`src/hw/rtl/cht_pkg.sv`:
```
`default_nettype none
package cht_pkg;

  // request kinds
  localparam logic [2:0] KIND_ADD      = 3'd0;
  localparam logic [2:0] KIND_GET      = 3'd1;
  localparam logic [2:0] KIND_GET_NEXT = 3'd2;
  localparam logic [2:0] KIND_REM_KEY  = 3'd3;
  localparam logic [2:0] KIND_REM_BOTH = 3'd4;

  // match modes of a chain walk
  typedef enum logic [1:0] {
    MATCH_KEY  = 2'd0,
    MATCH_TAG  = 2'd1,
    MATCH_BOTH = 2'd2
  } match_t;

  typedef enum logic [3:0] {
    ST_IDLE,
    ST_DIV,
    ST_HEAD,
    ST_HEAD_WAIT,
    ST_NODE_RD,
    ST_NODE_WAIT,
    ST_NODE_CHK,
    ST_ADD_WR,
    ST_UNLINK,
    ST_DONE
  } state_t;

  // controller to datapath
  typedef struct packed {
    logic   load;       // capture request word
    logic   div_step;   // one modulo iteration
    logic   head_rd;    // present bucket address to head store
    logic   node_rd;    // present current node to node store
    logic   node_adv;   // follow link
    logic   tag_to_key; // switch from tag walk to key walk from link
    logic   add_wr;     // write node and head
    logic   unlink;     // unlink matched node
    logic   set_hit;    // record matched node as result
    logic   out_load;   // load result register
    match_t mode;
  } cmd_t;

  // datapath to controller
  typedef struct packed {
    logic div_done;
    logic cur_nil;     // current node is the empty marker
    logic budget_zero;
    logic hit;
    logic slot_ok;
  } sts_t;

endpackage
`default_nettype wire

```
`src/hw/rtl/cht_ctrl.sv`:
```
`default_nettype none
module cht_ctrl (
  input  wire logic           clk,
  input  wire logic           rst_n,
  input  wire logic           req_valid,
  input  wire logic [2:0]     req_kind,
  output logic                req_ready,
  input  wire logic           out_busy,
  input  wire cht_pkg::sts_t  sts,
  output cht_pkg::cmd_t       cmd
);
  cht_pkg::state_t state_r, state_nxt;
  logic [2:0] kind_r;
  logic       phase_r, phase_nxt; // get-next: 0 tag walk, 1 key walk

  always_ff @(posedge clk) begin
    if (!rst_n) begin
      state_r <= cht_pkg::ST_IDLE;
      phase_r <= 1'b0;
    end else begin
      state_r <= state_nxt;
      phase_r <= phase_nxt;
    end
  end

  always_ff @(posedge clk) begin
    if (state_r == cht_pkg::ST_IDLE && req_valid) kind_r <= req_kind;
  end

  assign req_ready = (state_r == cht_pkg::ST_IDLE);

  // next state
  always_comb begin
    state_nxt = state_r;
    phase_nxt = phase_r;
    unique case (state_r)
      cht_pkg::ST_IDLE: if (req_valid) begin
        state_nxt = cht_pkg::ST_DIV;
        phase_nxt = 1'b0;
      end
      cht_pkg::ST_DIV: if (sts.div_done) begin
        if (kind_r > cht_pkg::KIND_REM_BOTH) state_nxt = cht_pkg::ST_DONE;
        else state_nxt = cht_pkg::ST_HEAD;
      end
      cht_pkg::ST_HEAD: state_nxt = cht_pkg::ST_HEAD_WAIT;
      cht_pkg::ST_HEAD_WAIT:
        state_nxt = (kind_r == cht_pkg::KIND_ADD) ? cht_pkg::ST_ADD_WR
                                                  : cht_pkg::ST_NODE_RD;
      cht_pkg::ST_NODE_RD: begin
        if (sts.cur_nil || sts.budget_zero) state_nxt = cht_pkg::ST_DONE;
        else state_nxt = cht_pkg::ST_NODE_WAIT;
      end
      cht_pkg::ST_NODE_WAIT: state_nxt = cht_pkg::ST_NODE_CHK;
      cht_pkg::ST_NODE_CHK: begin
        if (!sts.hit) state_nxt = cht_pkg::ST_NODE_RD;
        else if (kind_r == cht_pkg::KIND_GET_NEXT && !phase_r) begin
          phase_nxt = 1'b1;
          state_nxt = cht_pkg::ST_NODE_RD;
        end else if (kind_r == cht_pkg::KIND_REM_KEY || kind_r == cht_pkg::KIND_REM_BOTH)
          state_nxt = cht_pkg::ST_UNLINK;
        else state_nxt = cht_pkg::ST_DONE;
      end
      cht_pkg::ST_ADD_WR: state_nxt = cht_pkg::ST_DONE;
      cht_pkg::ST_UNLINK: state_nxt = cht_pkg::ST_DONE;
      cht_pkg::ST_DONE: if (!out_busy) state_nxt = cht_pkg::ST_IDLE;
      default: state_nxt = cht_pkg::ST_IDLE;
    endcase
  end

  // commands
  always_comb begin
    cmd = '0;
    cmd.mode = cht_pkg::MATCH_KEY;
    if (kind_r == cht_pkg::KIND_REM_BOTH) cmd.mode = cht_pkg::MATCH_BOTH;
    else if (kind_r == cht_pkg::KIND_GET_NEXT && !phase_r) cmd.mode = cht_pkg::MATCH_TAG;
    unique case (state_r)
      cht_pkg::ST_IDLE:      cmd.load = req_valid;
      cht_pkg::ST_DIV:       cmd.div_step = 1'b1;
      cht_pkg::ST_HEAD:      cmd.head_rd = 1'b1;
      cht_pkg::ST_HEAD_WAIT: ;
      cht_pkg::ST_NODE_RD:   cmd.node_rd = 1'b1;
      cht_pkg::ST_NODE_WAIT: cmd.node_rd = 1'b1;
      cht_pkg::ST_NODE_CHK: begin
        cmd.node_rd = 1'b1;
        if (!sts.hit) cmd.node_adv = 1'b1;
        else if (kind_r == cht_pkg::KIND_GET_NEXT && !phase_r) cmd.tag_to_key = 1'b1;
        else cmd.set_hit = 1'b1;
      end
      cht_pkg::ST_ADD_WR:    cmd.add_wr = sts.slot_ok;
      cht_pkg::ST_UNLINK:    cmd.unlink = 1'b1;
      cht_pkg::ST_DONE:      cmd.out_load = !out_busy;
      default: ;
    endcase
  end
endmodule
`default_nettype wire

```
`config.mk`:
```
export PLATFORM = sky130hd
export DESIGN_NAME = cht_ctrl
export DESIGN_NICKNAME = d
export VERILOG_FILES = /design/src/hw/rtl/cht_pkg.sv /design/src/hw/rtl/cht_ctrl.sv
export SDC_FILE = /design/constraint.sdc
export NUM_CORES = 1
export LEC_CHECK = 0
export ABC_CLOCK_PERIOD_IN_PS = 3600
export BUFFER_PORTS_ARGS = -buffer_cell sky130_fd_sc_hd__buf_4
export CORE_UTILIZATION = 45
export DETAILED_ROUTE_END_ITERATION = 16
export MAX_ROUTING_LAYER = met4
export PLACE_DENSITY = 0.75
export SYNTH_ARGS = -nofsm -noshare
export SYNTH_HDL_FRONTEND = slang
export SYNTH_SLANG_ARGS = --single-unit
export TNS_END_PERCENT = 100
```
`constraint.sdc`:
```
create_clock -name clk -period 3.6 [get_ports clk]
set_input_delay 0.72 -clock clk [delete_from_list [all_inputs] [get_ports clk]]
set_output_delay 0.72 -clock clk [all_outputs]
set_load 0.005 [all_outputs]
```
==> results of run 1 <==
[worst register-to-register path, cell delays in order (launching register included)]
cell,delay [ns]
dfxtp_1,0.71
nand4bb_1,0.27
or2_1,0.29
o31ai_1,0.24
o31a_1,0.14
[per-layer routing]
metal	GRT usage (%)	routed length [um]	vias to the layer above	part of all wire (%)
met3	6.82	99	2	6.0
met4	5.17	9	0	0.54
met5	-	0	-	0
met2	35.7	726	26	44
met1	34.7	818	290	49
li1	-	-	345	-
[cells in the final DEF, fill, tap and decap left out, types with 3 or more instances in the layout]
| master | n |
|---|---|
| nor2_1 | 9 |
| o21ai_0 | 4 |
| inv_2 | 3 |
| clkbuf_4 | 3 |
| o21a_1 | 3 |
| edfxtp_1 | 3 |
| nand2_1 | 4 |
| nand2b_1 | 4 |
| buf_4 | 24 |
| dfxtp_1 | 5 |
| a21oi_1 | 8 |
| inv_1 | 5 |
[metrics by stage]
step / cells / hold WS [ns] / total power [uW] / worst slack (ns)
2_1_floorplan: 83 / 0.560 / 205 / 1.77
3_3_place_gp: 117 / 0.599 / 244 / 1.47
3_5_place_dp: 117 / 0.579 / 248 / 1.42
4_1_cts: 121 / 0.600 / 326 / 1.14
5_1_grt: 121 / 0.626 / 349 / 0.949
6_report: 121 / 0.607 / 326 / 1.11
[logic make-up (layout without fill, tap and decap cells)]
group	after synthesis	count (layout)	share of synthesized area, %
AO/OA/AOI/OAI	26	26	27.9
flip-flops	8	8	29.7
AND/OR/NAND/NOR	36	36	32.8
buffers and inverters	13	36	9.57
[final cells by class]
type / instances / area [um^2]
clock buffers: 4 / 26.3
fillers: 132 / 483
inverters: 8 / 30.0
multi-input cells: 62 / 389
flip-flops and latches: 8 / 190
well taps: 15 / 18.8
repair buffers: 24 / 180
[power by group through the flow]
stage	registers [uW]	clock network (uW)	logic, uW
CTS	134	79.7	113
global placement	134	0	110
global route	137	85.1	127
finish	134	79.6	113
detailed placement	136	0	112
floorplan	116	0	88.5
[state kept, by name (all words and copies together), names as in the netlist]
register,count
state_r,4
kind_r,3
phase_r,1
[worst max path at each step]
stage                                  from     end  cells past startpoint
CTS                 state_r[1]$_SDFFE_PN0P_  cmd[6]                      4
detailed placement  state_r[1]$_SDFFE_PN0P_  cmd[6]                      4
finish              state_r[1]$_SDFFE_PN0P_  cmd[6]                      4
global route        state_r[1]$_SDFFE_PN0P_  cmd[6]                      4
global placement    state_r[1]$_SDFFE_PN0P_  cmd[6]                      4
floorplan                            sts[1]  cmd[6]                      3
==> key figures, run 1 <==
GRT
  • GRT Residual Overflow: 0
  • Maximum number of pins on one net before global-route repair: 21
  • Via count of the first global-routing pass: 549
  • Wire length of the first global-routing pass: 2.53 mm
  • Antenna violations before repair: 0
  • Total routing usage reported by global routing: 24.9%

STA
  • Max_slew headroom: 59.5%
  • Number of pins exceeding their max-slew limit in the final report: 0
  • Min Tclk post-route: 2.49 ns
  • Finish-stage setup viols: 0
  • Final total negative setup slack: 0 ns
  • Final clock period utilization by the worst path: 69.2%
  • Hold violation total from the final report: 0
  • Least-Margin Pin Slew: 0.607 ns
  • F_max: 402 MHz
  • RSZ-0062 raised after global routing: false
  • Skew final: 0.00104 ns

CTS
  • Number of levels the H-tree was split into: 1
  • Buffer cell driving the clock tree root: clkbuf_4
  • Setup fix buffers added after clock tree synthesis: 0
  • Hold buffers post-CTS: 0
  • Worst skew pair latency: 0.26 ns
  • Clock-pin slew of the registers on the worst-case setup and hold paths: 0.06 ns
  • Resize count post-CTS: 0
  • CTS tree: done
  • Maximum buffer depth of the clock tree: 2
  • # clock sinks: 8
  • Number of buffers created by CTS: 3

Die
  • Vertical extent of the die: 39.7 um
  • Core box area: 0.00132 mm^2
  • Initial standard-cell utilization of the core: 48.6%
  • I/O pin total: 25
  • Chip Width: 39.7 um
  • Die area: 0.00158 mm^2
  • Site Rows: 13

Pwr
  • Total internal power: 209 uW
  • Combinational group share of total power: 34.5%
  • Proportion of power drawn by flip-flops and latches: 41.1%
  • Relative contribution of the clock network to total power: 24.4%
  • P_leak: 0.000357 uW
  • Power Density: 391 mW/mm^2
  • Total net switching power: 118 uW
  • Switch share: 36.0%
  • Worst-case vdd ir drop: 0.000179 V

Route
  • Detail-routed via count per cell: 5.48
  • Starting DRT DRC Count: 19
  • Number of optimization iterations in the first detailed-route pass: 4
  • Count of nets left with antenna violations after detail routing: 0
  • Total DRC errors in the routed layout: 0
  • Total wire length after detailed routing: 1.65 mm
  • Drt wl/cell: 13.7 um
  • Via count: 663

Critical path
  • Delay of the slowest cell on the worst path: 0.71 ns
  • FF-to-FF path depth: 4
  • Data required time at the worst endpoint: 2.88 ns
  • Start of the worst register-to-register path: state_r[1]$_SDFFE_PN0P_
  • Worst-path fanout max: 20
  • Cell type of the slowest stage on the worst timing path: dfxtp_1
  • CP top delay family: flip-flops
  • Worst Setup Start Kind: flop
  • Arrival time worst endpoint: 1.77 ns
  • Reg2reg end: state_r[0]$_SDFFE_PN0P_
  • Nature of the critical path endpoint: output port
  • CP cell instances: nand4bb_1 > or2_1 > nor2_1 > buf_4
  • Worst path buffer plus inverter count: 1
  • R2R setup slack: 1.91 ns
  • Critical path start-end classification: flop to output port

Layout
  • Ratio of cells with drive above 1 in the final layout: 31.1%
  • Layout-stage area growth over the synthesis result: 30.3%
  • Antenna cells: 0
  • Cell area after layout: 835 um^2
  • Net total in the final layout: 119
  • Core Util, Final: 63.3%

Synthesis
  • Post-Syn Area per Cell: 7.72 um^2
  • Most frequent cell after synthesis: nor2_1
  • Post-synth net total: 95
  • Post-synth top cells: nor2_1 (9), a21oi_1 (8), dfxtp_1 (5), inv_1 (5)
  • Number of synthesized flops with an enable pin: 3
  • Post-synthesis instance area: 641 um^2
  • FF+latch count, synth: 8
  • Area share of the leading cell type in the synthesized netlist: 15.6%
  • Mapped Cells: 83
  • Most instantiated flip-flop cell in the synthesis netlist: dfxtp_1
  • Dominant cell type by area after synthesis: dfxtp_1
  • Number of distinct library cells after synthesis: 34
  • Warnings, synthesis: 0
  • Ys async rst share: 0%
  • Seq/Total Area, Yosys: 29.7%
  • Synth area leaders: dfxtp_1 (16%), edfxtp_1 (14%), a21oi_1 (6.3%)

Run
  • MaxCap Viol Count: 0

Place
  • Dpl hpwl: 1.20 mm
  • # port buffers: 24
  • Standard cell area after detailed placement: 808 um^2
  • Gp weighted congestion: 0.844

Min path
  • Hold depth: 2
  • Min-Delay Endpoint: phase_r$_SDFFE_PN0P_
  • Type of the most critical hold path: flop to flop
  • Origin of the worst min-delay path: phase_r$_SDFFE_PN0P_

Run status
  • Result of the run: finished clean
Note: power is estimated with default switching activity, not from simulation.
==> run 2: changes to the inputs <==
--- a/config.mk
+++ b/config.mk
@@ -5,12 +5,12 @@
 export SDC_FILE = /design/constraint.sdc
 export NUM_CORES = 1
 export LEC_CHECK = 0
-export ABC_CLOCK_PERIOD_IN_PS = 3600
+export ABC_CLOCK_PERIOD_IN_PS = 2100
 export BUFFER_PORTS_ARGS = -buffer_cell sky130_fd_sc_hd__buf_4
-export CORE_UTILIZATION = 45
+export CORE_UTILIZATION = 42
 export DETAILED_ROUTE_END_ITERATION = 16
 export MAX_ROUTING_LAYER = met4
-export PLACE_DENSITY = 0.75
+export PLACE_DENSITY = 0.73
 export SYNTH_ARGS = -nofsm -noshare
 export SYNTH_HDL_FRONTEND = slang
 export SYNTH_SLANG_ARGS = --single-unit
==> constraint.sdc (replaced) <==
create_clock -name clk -period 2.1 [get_ports clk]
set_input_delay 0.42 -clock clk [delete_from_list [all_inputs] [get_ports clk]]
set_output_delay 0.42 -clock clk [all_outputs]
set_load 0.005 [all_outputs]
==> run 2 against run 1 <==
  * Sequential cell count did not move
  * Power rose by 72%
  * Clock power rose by 61%
  * Clock-buffer cell count did not move
  * Sequential power rose by 69%
  * First-iteration DRC count rose by 130%
  * Hold slack got worse by 0.27 ns
  * Core utilization fell by 0.34 points
  * Critical path depth fell by 1
==> key figures, run 2 (same netlist as run 1, synthesis figures left out) <==
Run status
  • Result of the run: finished clean

STA
  • Final clock period utilization by the worst path: 95.9%
  • Least-Margin Pin Slew: 0.466 ns
  • Skew final: 0.00616 ns
  • Max_slew headroom: 68.9%
  • Final total negative setup slack: 0 ns
  • Post-route worst hold slack: 0.337 ns
  • F_max: 497 MHz
  • Worst setup margin: 0.0864 ns
  • Number of pins exceeding their max-slew limit in the final report: 0
  • Min Tclk post-route: 2.01 ns
  • Hold violation total from the final report: 0
  • Finish-stage setup viols: 0
  • RSZ-0062 raised after global routing: true

CTS
  • CTS tree: done
  • Clock-pin slew of the registers on the worst-case setup and hold paths: 0.06 ns
  • Number of buffers created by CTS: 3
  • Maximum buffer depth of the clock tree: 2
  • Hold buffers post-CTS: 0
  • Number of levels the H-tree was split into: 1
  • Worst skew pair latency: 0.26 ns
  • # clock sinks: 8
  • Setup fix buffers added after clock tree synthesis: 0
  • Buffer cell driving the clock tree root: clkbuf_4

Critical path
  • FF-to-FF path depth: 4
  • Nature of the critical path endpoint: output port
  • Delay of the slowest cell on the worst path: 0.45 ns
  • Worst Setup Start Kind: flop
  • Cell type of the slowest stage on the worst timing path: dfxtp_1
  • Worst path buffer plus inverter count: 1
  • Reg2reg end: state_r[0]$_SDFFE_PN0P_
  • Critical path start-end classification: flop to output port
  • Start of the worst register-to-register path: state_r[3]$_SDFFE_PN0P_
  • Data required time at the worst endpoint: 1.68 ns
  • CP cell instances: nor4_2 > and2_1 > buf_4
  • Arrival time worst endpoint: 1.59 ns
  • Worst-path fanout max: 14
  • R2R setup slack: 0.39 ns
  • CP top delay family: simple AND/OR/NAND/NOR gates

Min path
  • Origin of the worst min-delay path: req_kind[1]
  • Hold depth: 1
  • Min-Delay Endpoint: kind_r[1]$_DFFE_PP_
  • Type of the most critical hold path: primary input to flop

Pwr
  • Total internal power: 365 uW
  • Combinational group share of total power: 36.7%
  • Worst-case vdd ir drop: 0.000431 V
  • Total net switching power: 197 uW
  • Relative contribution of the clock network to total power: 22.8%
  • Power Total: 562 uW
  • Switch share: 35.0%
  • Proportion of power drawn by flip-flops and latches: 40.5%
  • P_leak: 0.000364 uW
  • Power Density: 652 mW/mm^2

Die
  • Die area: 0.00169 mm^2
  • Initial standard-cell utilization of the core: 46.9%
  • Chip Width: 41.1 um
  • Vertical extent of the die: 41.1 um
  • Site Rows: 13
  • I/O pin total: 25
  • Core box area: 0.00137 mm^2

Place
  • # port buffers: 24
  • Place WS: 0.358 ns
  • Dpl hpwl: 1.21 mm
  • Gp weighted congestion: 0.833

GRT
  • Met3 GRT Util: 8.15%
  • Via count of the first global-routing pass: 570
  • Routing usage on met1: 27.2%
  • Total routing usage reported by global routing: 22.6%
  • Antenna violations before repair: 0
  • Highest-utilization routing layer at the global route stage: met2
  • GRT Residual Overflow: 0
  • Wire length of the first global-routing pass: 2.36 mm
  • Maximum number of pins on one net before global-route repair: 17
  • Met2 track demand over resource: 34.4%

Route
  • Drt wl/cell: 13.2 um
  • Count of nets left with antenna violations after detail routing: 0
  • Number of optimization iterations in the first detailed-route pass: 5
  • Total wire length after detailed routing: 1.61 mm
  • Total DRC errors in the routed layout: 0
  • Via count: 693
  • Detail-routed via count per cell: 5.68
  • Starting DRT DRC Count: 44

Layout
  • Top Registers: state_r: 4 flops, kind_r: 3 flops, phase_r: 1 flops
  • Core Util, Final: 63.0%
  • Commonest non-fill, non-tap cells in the layout: buf_4 (25), nor2_1 (9), a21oi_1 (8)
  • Net total in the final layout: 120
  • Most common library cell in the layout ignoring fill and taps: buf_4
  • Layout-stage area growth over the synthesis result: 34.4%
  • Ratio of cells with drive above 1 in the final layout: 34.6%
  • Antenna cells: 0
  • Register with the most flip-flops: state_r
  • Max FFs per register: 4

Run
  • MaxCap Viol Count: 0
-- run 2: changes by cell type in the layout (fill, tap and decap cells not counted), sizes merged --
| cell | delta |
|---|---|
| buf | +1 |
-- run 2: how the worst max path moves through the flow --
stage                                       start  slack, ns  endpoint  cells past startpoint
after CTS                 state_r[2]$_SDFFE_PN0P_       0.06    cmd[6]                      4
after detailed placement  state_r[2]$_SDFFE_PN0P_       0.36    cmd[6]                      4
after global placement    state_r[0]$_SDFFE_PN0P_       0.37    cmd[6]                      4
after global routing      state_r[3]$_SDFFE_PN0P_     -0.009   cmd[11]                      3
final                     state_r[3]$_SDFFE_PN0P_       0.09   cmd[11]                      3
after floorplan               kind_r[2]$_DFFE_PP_       0.58    cmd[6]                      3
-- run 2: power by group through the flow --
stage                     clock network [uW]  logic, uW  registers [uW]
after floorplan                            0        152             200
after global placement                     0        200             226
after detailed placement                   0        201             226
after CTS                                134        202             223
after global routing                     147        225             232
final                                    128        206             227
-- run 2: area by class of cell --
class	count	area, um^2
Fill cell	136	505
Multi-Input combinational cell	62	405
Sequential cell	8	193
Timing Repair Buffer	25	188
Inverter	8	30.0
Clock buffer	4	26.3
Tap cell	15	18.8
-- run 2: timing repair --
action / 4_1_cts / 5_1_grt
endpoints found under the setup margin: 0 / 3
endpoints found under the hold margin: 0 / 0
gates resized for setup: 0 / 3
-- run 2: worst reg2reg max path, stage by stage (launching register included) --
cell and delay, ns:
dfxtp_1 0.61, nand2b_1 0.21, or4b_1 0.59, o31ai_1 0.11
o31a_1 0.14
-- run 2: metrics by stage --
stage,cells,instance area (um^2)
6_report,122,861
5_1_grt,122,861
4_1_cts,122,842
3_5_place_dp,118,816
3_3_place_gp,118,816
2_1_floorplan,83,641
-- run 2: metal layers --
layer | part of all wire, % | routed length (um)
met5 | 0 | 0
met4 | 0 | 0
met3 | 6.5 | 104
met2 | 47 | 761
met1 | 46 | 741
==> run 3: changes to the inputs <==
--- a/config.mk
+++ b/config.mk
@@ -5,12 +5,12 @@
 export SDC_FILE = /design/constraint.sdc
 export NUM_CORES = 1
 export LEC_CHECK = 0
-export ABC_CLOCK_PERIOD_IN_PS = 2100
+export ABC_CLOCK_PERIOD_IN_PS = 2340
 export BUFFER_PORTS_ARGS = -buffer_cell sky130_fd_sc_hd__buf_4
-export CORE_UTILIZATION = 42
+export CORE_UTILIZATION = 45
 export DETAILED_ROUTE_END_ITERATION = 16
 export MAX_ROUTING_LAYER = met4
-export PLACE_DENSITY = 0.73
+export PLACE_DENSITY = 0.75
 export SYNTH_ARGS = -nofsm -noshare
 export SYNTH_HDL_FRONTEND = slang
 export SYNTH_SLANG_ARGS = --single-unit
==> constraint.sdc (replaced) <==
create_clock -name clk -period 2.34 [get_ports clk]
set_input_delay 0.468 -clock clk [delete_from_list [all_inputs] [get_ports clk]]
set_output_delay 0.468 -clock clk [all_outputs]
set_load 0.005 [all_outputs]
==> run 3 against run 2 <==
  * Via count down 0.29%
  * Global-route usage up 0.36 points
  * Sequential share of layout area up 0.20 points
  * Clock-buffer cell count unchanged
  * Critical path depth up 1
  * First-iteration DRC count down 91%
  * Register-to-register slack better by 0.27 ns
  * Sequential power down 14%
  * Clock skew down 0.0017 ns
  * Power down 11%
  * Highest routed layer is now met4
==> key figures, run 3 (same netlist as run 1, synthesis figures left out) <==
CTS
  • Number of levels the H-tree was split into: 1
  • Worst skew pair latency: 0.26 ns
  • CTS tree: done
  • Number of buffers created by CTS: 3
  • Hold buffers post-CTS: 0
  • Resize count post-CTS: 0
  • Clock-pin slew of the registers on the worst-case setup and hold paths: 0.06 ns
  • Buffer cell driving the clock tree root: clkbuf_4
  • # clock sinks: 8
  • Maximum buffer depth of the clock tree: 2
  • Setup fix buffers added after clock tree synthesis: 0

Layout
  • Total area of multi-input combinational cells: 389 um^2
  • Number of inserted filler cells in the final layout: 114
  • Net total in the final layout: 120
  • Ratio of cells with drive above 1 in the final layout: 31.8%
  • Max FFs per register: 4
  • Register with the most flip-flops: state_r
  • Top Registers: state_r: 4 flops, kind_r: 3 flops, phase_r: 1 flops
  • Antenna cells: 0
  • Flip-flop and latch area: 190 um^2
  • Most common library cell in the layout ignoring fill and taps: buf_4
  • Layout-stage area growth over the synthesis result: 31.4%
  • Commonest non-fill, non-tap cells in the layout: buf_4 (25), nor2_1 (9), a21oi_1 (8)

Critical path
  • Arrival time worst endpoint: 1.66 ns
  • Worst Setup Start Kind: flop
  • Nature of the critical path endpoint: output port
  • Data required time at the worst endpoint: 1.87 ns
  • Cell type of the slowest stage on the worst timing path: dfxtp_1
  • Worst-path fanout max: 14
  • Critical path start-end classification: flop to output port
  • CP top delay family: simple AND/OR/NAND/NOR gates
  • CP cell instances: nand4bb_1 > or2_1 > nor2_1 > buf_4
  • Worst path buffer plus inverter count: 1
  • Delay of the slowest cell on the worst path: 0.60 ns

Die
  • Initial standard-cell utilization of the core: 48.6%
  • Core box area: 0.00132 mm^2
  • Die area: 0.00158 mm^2
  • I/O pin total: 25
  • Vertical extent of the die: 39.7 um
  • Site Rows: 13
  • Chip Width: 39.7 um

GRT
  • Total routing usage reported by global routing: 22.9%
  • Wire length of the first global-routing pass: 2.35 mm
  • Antenna violations before repair: 0
  • Maximum number of pins on one net before global-route repair: 20
  • GRT Residual Overflow: 0
  • Via count of the first global-routing pass: 544

Route
  • Starting DRT DRC Count: 4
  • Via count: 691
  • Drt wl/cell: 12.7 um
  • Detail-routed via count per cell: 5.66
  • Total DRC errors in the routed layout: 0
  • Count of nets left with antenna violations after detail routing: 0
  • Total wire length after detailed routing: 1.55 mm
  • Number of optimization iterations in the first detailed-route pass: 4

STA
  • Max_slew headroom: 63.7%
  • RSZ-0062 raised after global routing: false
  • Skew final: 0.00441 ns
  • Number of pins exceeding their max-slew limit in the final report: 0
  • Least-Margin Pin Slew: 0.543 ns
  • F_max: 470 MHz
  • Min Tclk post-route: 2.13 ns
  • Final clock period utilization by the worst path: 91.0%
  • Final total negative setup slack: 0 ns
  • Hold violation total from the final report: 0
  • Finish-stage setup viols: 0

Place
  • Gp weighted congestion: 0.830
  • # port buffers: 24
  • Dpl hpwl: 1.17 mm

Pwr
  • Combinational group share of total power: 37.3%
  • P_leak: 0.000362 uW
  • Total net switching power: 175 uW
  • Relative contribution of the clock network to total power: 23.6%
  • Total internal power: 324 uW
  • Switch share: 35.1%
  • Proportion of power drawn by flip-flops and latches: 39.1%
  • Power Density: 592 mW/mm^2
  • Worst-case vdd ir drop: 0.000391 V
  • Power Total: 499 uW

Min path
  • Type of the most critical hold path: primary input to flop

Run
  • MaxCap Viol Count: 0

Run status
  • Result of the run: finished clean
## run 3: cell types whose count changed in the layout (fill, tap and decap cells not counted)
cell,previous run,this run
dfxtp_1,3,5
nand4bb_4,1,0
nand4bb_1,0,1
dfxtp_2,2,0
## run 3: routing by layer
| metal | track usage, % | part of all wire [%] | up-vias |
|---|---|---|---|
| met5 | - | 0 | - |
| met4 | 12.9 | 1.9 | 0 |
| met3 | 1.70 | 4.3 | 5 |
| met2 | 35.7 | 44 | 19 |
| met1 | 29.0 | 50 | 314 |
| li1 | - | - | 353 |
## run 3: worst paths after layout
path                            from  cells past startpoint                       to  slack (ns)
min                      req_kind[2]                      1      kind_r[2]$_DFFE_PP_        0.38
max          state_r[2]$_SDFFE_PN0P_                      4                   cmd[6]        0.21
min reg2reg     phase_r$_SDFFE_PN0P_                      2     phase_r$_SDFFE_PN0P_        0.61
max reg2reg  state_r[0]$_SDFFE_PN0P_                      4  state_r[0]$_SDFFE_PN0P_        0.66
## run 3: metrics by stage
| stage | worst slack (ns) | instance area [um^2] | hold WS [ns] | utilization [%] | std cells |
|---|---|---|---|---|---|
| floorplan | 0.769 | 641 | 0.560 | - | 83 |
| global placement | 0.580 | 816 | 0.604 | 61.9 | 118 |
| detailed placement | 0.536 | 816 | 0.592 | 61.9 | 118 |
| CTS | 0.243 | 842 | 0.375 | 63.9 | 122 |
| global route | 0.0731 | 842 | 0.380 | 63.9 | 122 |
| finish | 0.211 | 842 | 0.381 | 63.9 | 122 |
## run 3: cell type report
class                           count  share of cell area, %
Tap cell                           15                   2.23
Inverter                            8                   3.57
Clock buffer                        4                   3.12
Multi-Input combinational cell     62                   46.2
Sequential cell                     8                   22.6
Timing Repair Buffer               25                   22.3
## run 3: worst reg2reg max path: stages (launching register included)
cell     delay (ns)
dfxtp_1        0.66
inv_2          0.12
or4b_1         0.59
o31ai_1        0.11
o31a_1         0.15
## run 3: power by group through the flow
stage | clock network [uW] | logic (uW) | registers, uW
detailed placement | 0 | 185 | 197
global route | 123 | 206 | 199
CTS | 121 | 186 | 194
global placement | 0 | 183 | 197
finish | 118 | 186 | 195
floorplan | 0 | 136 | 179
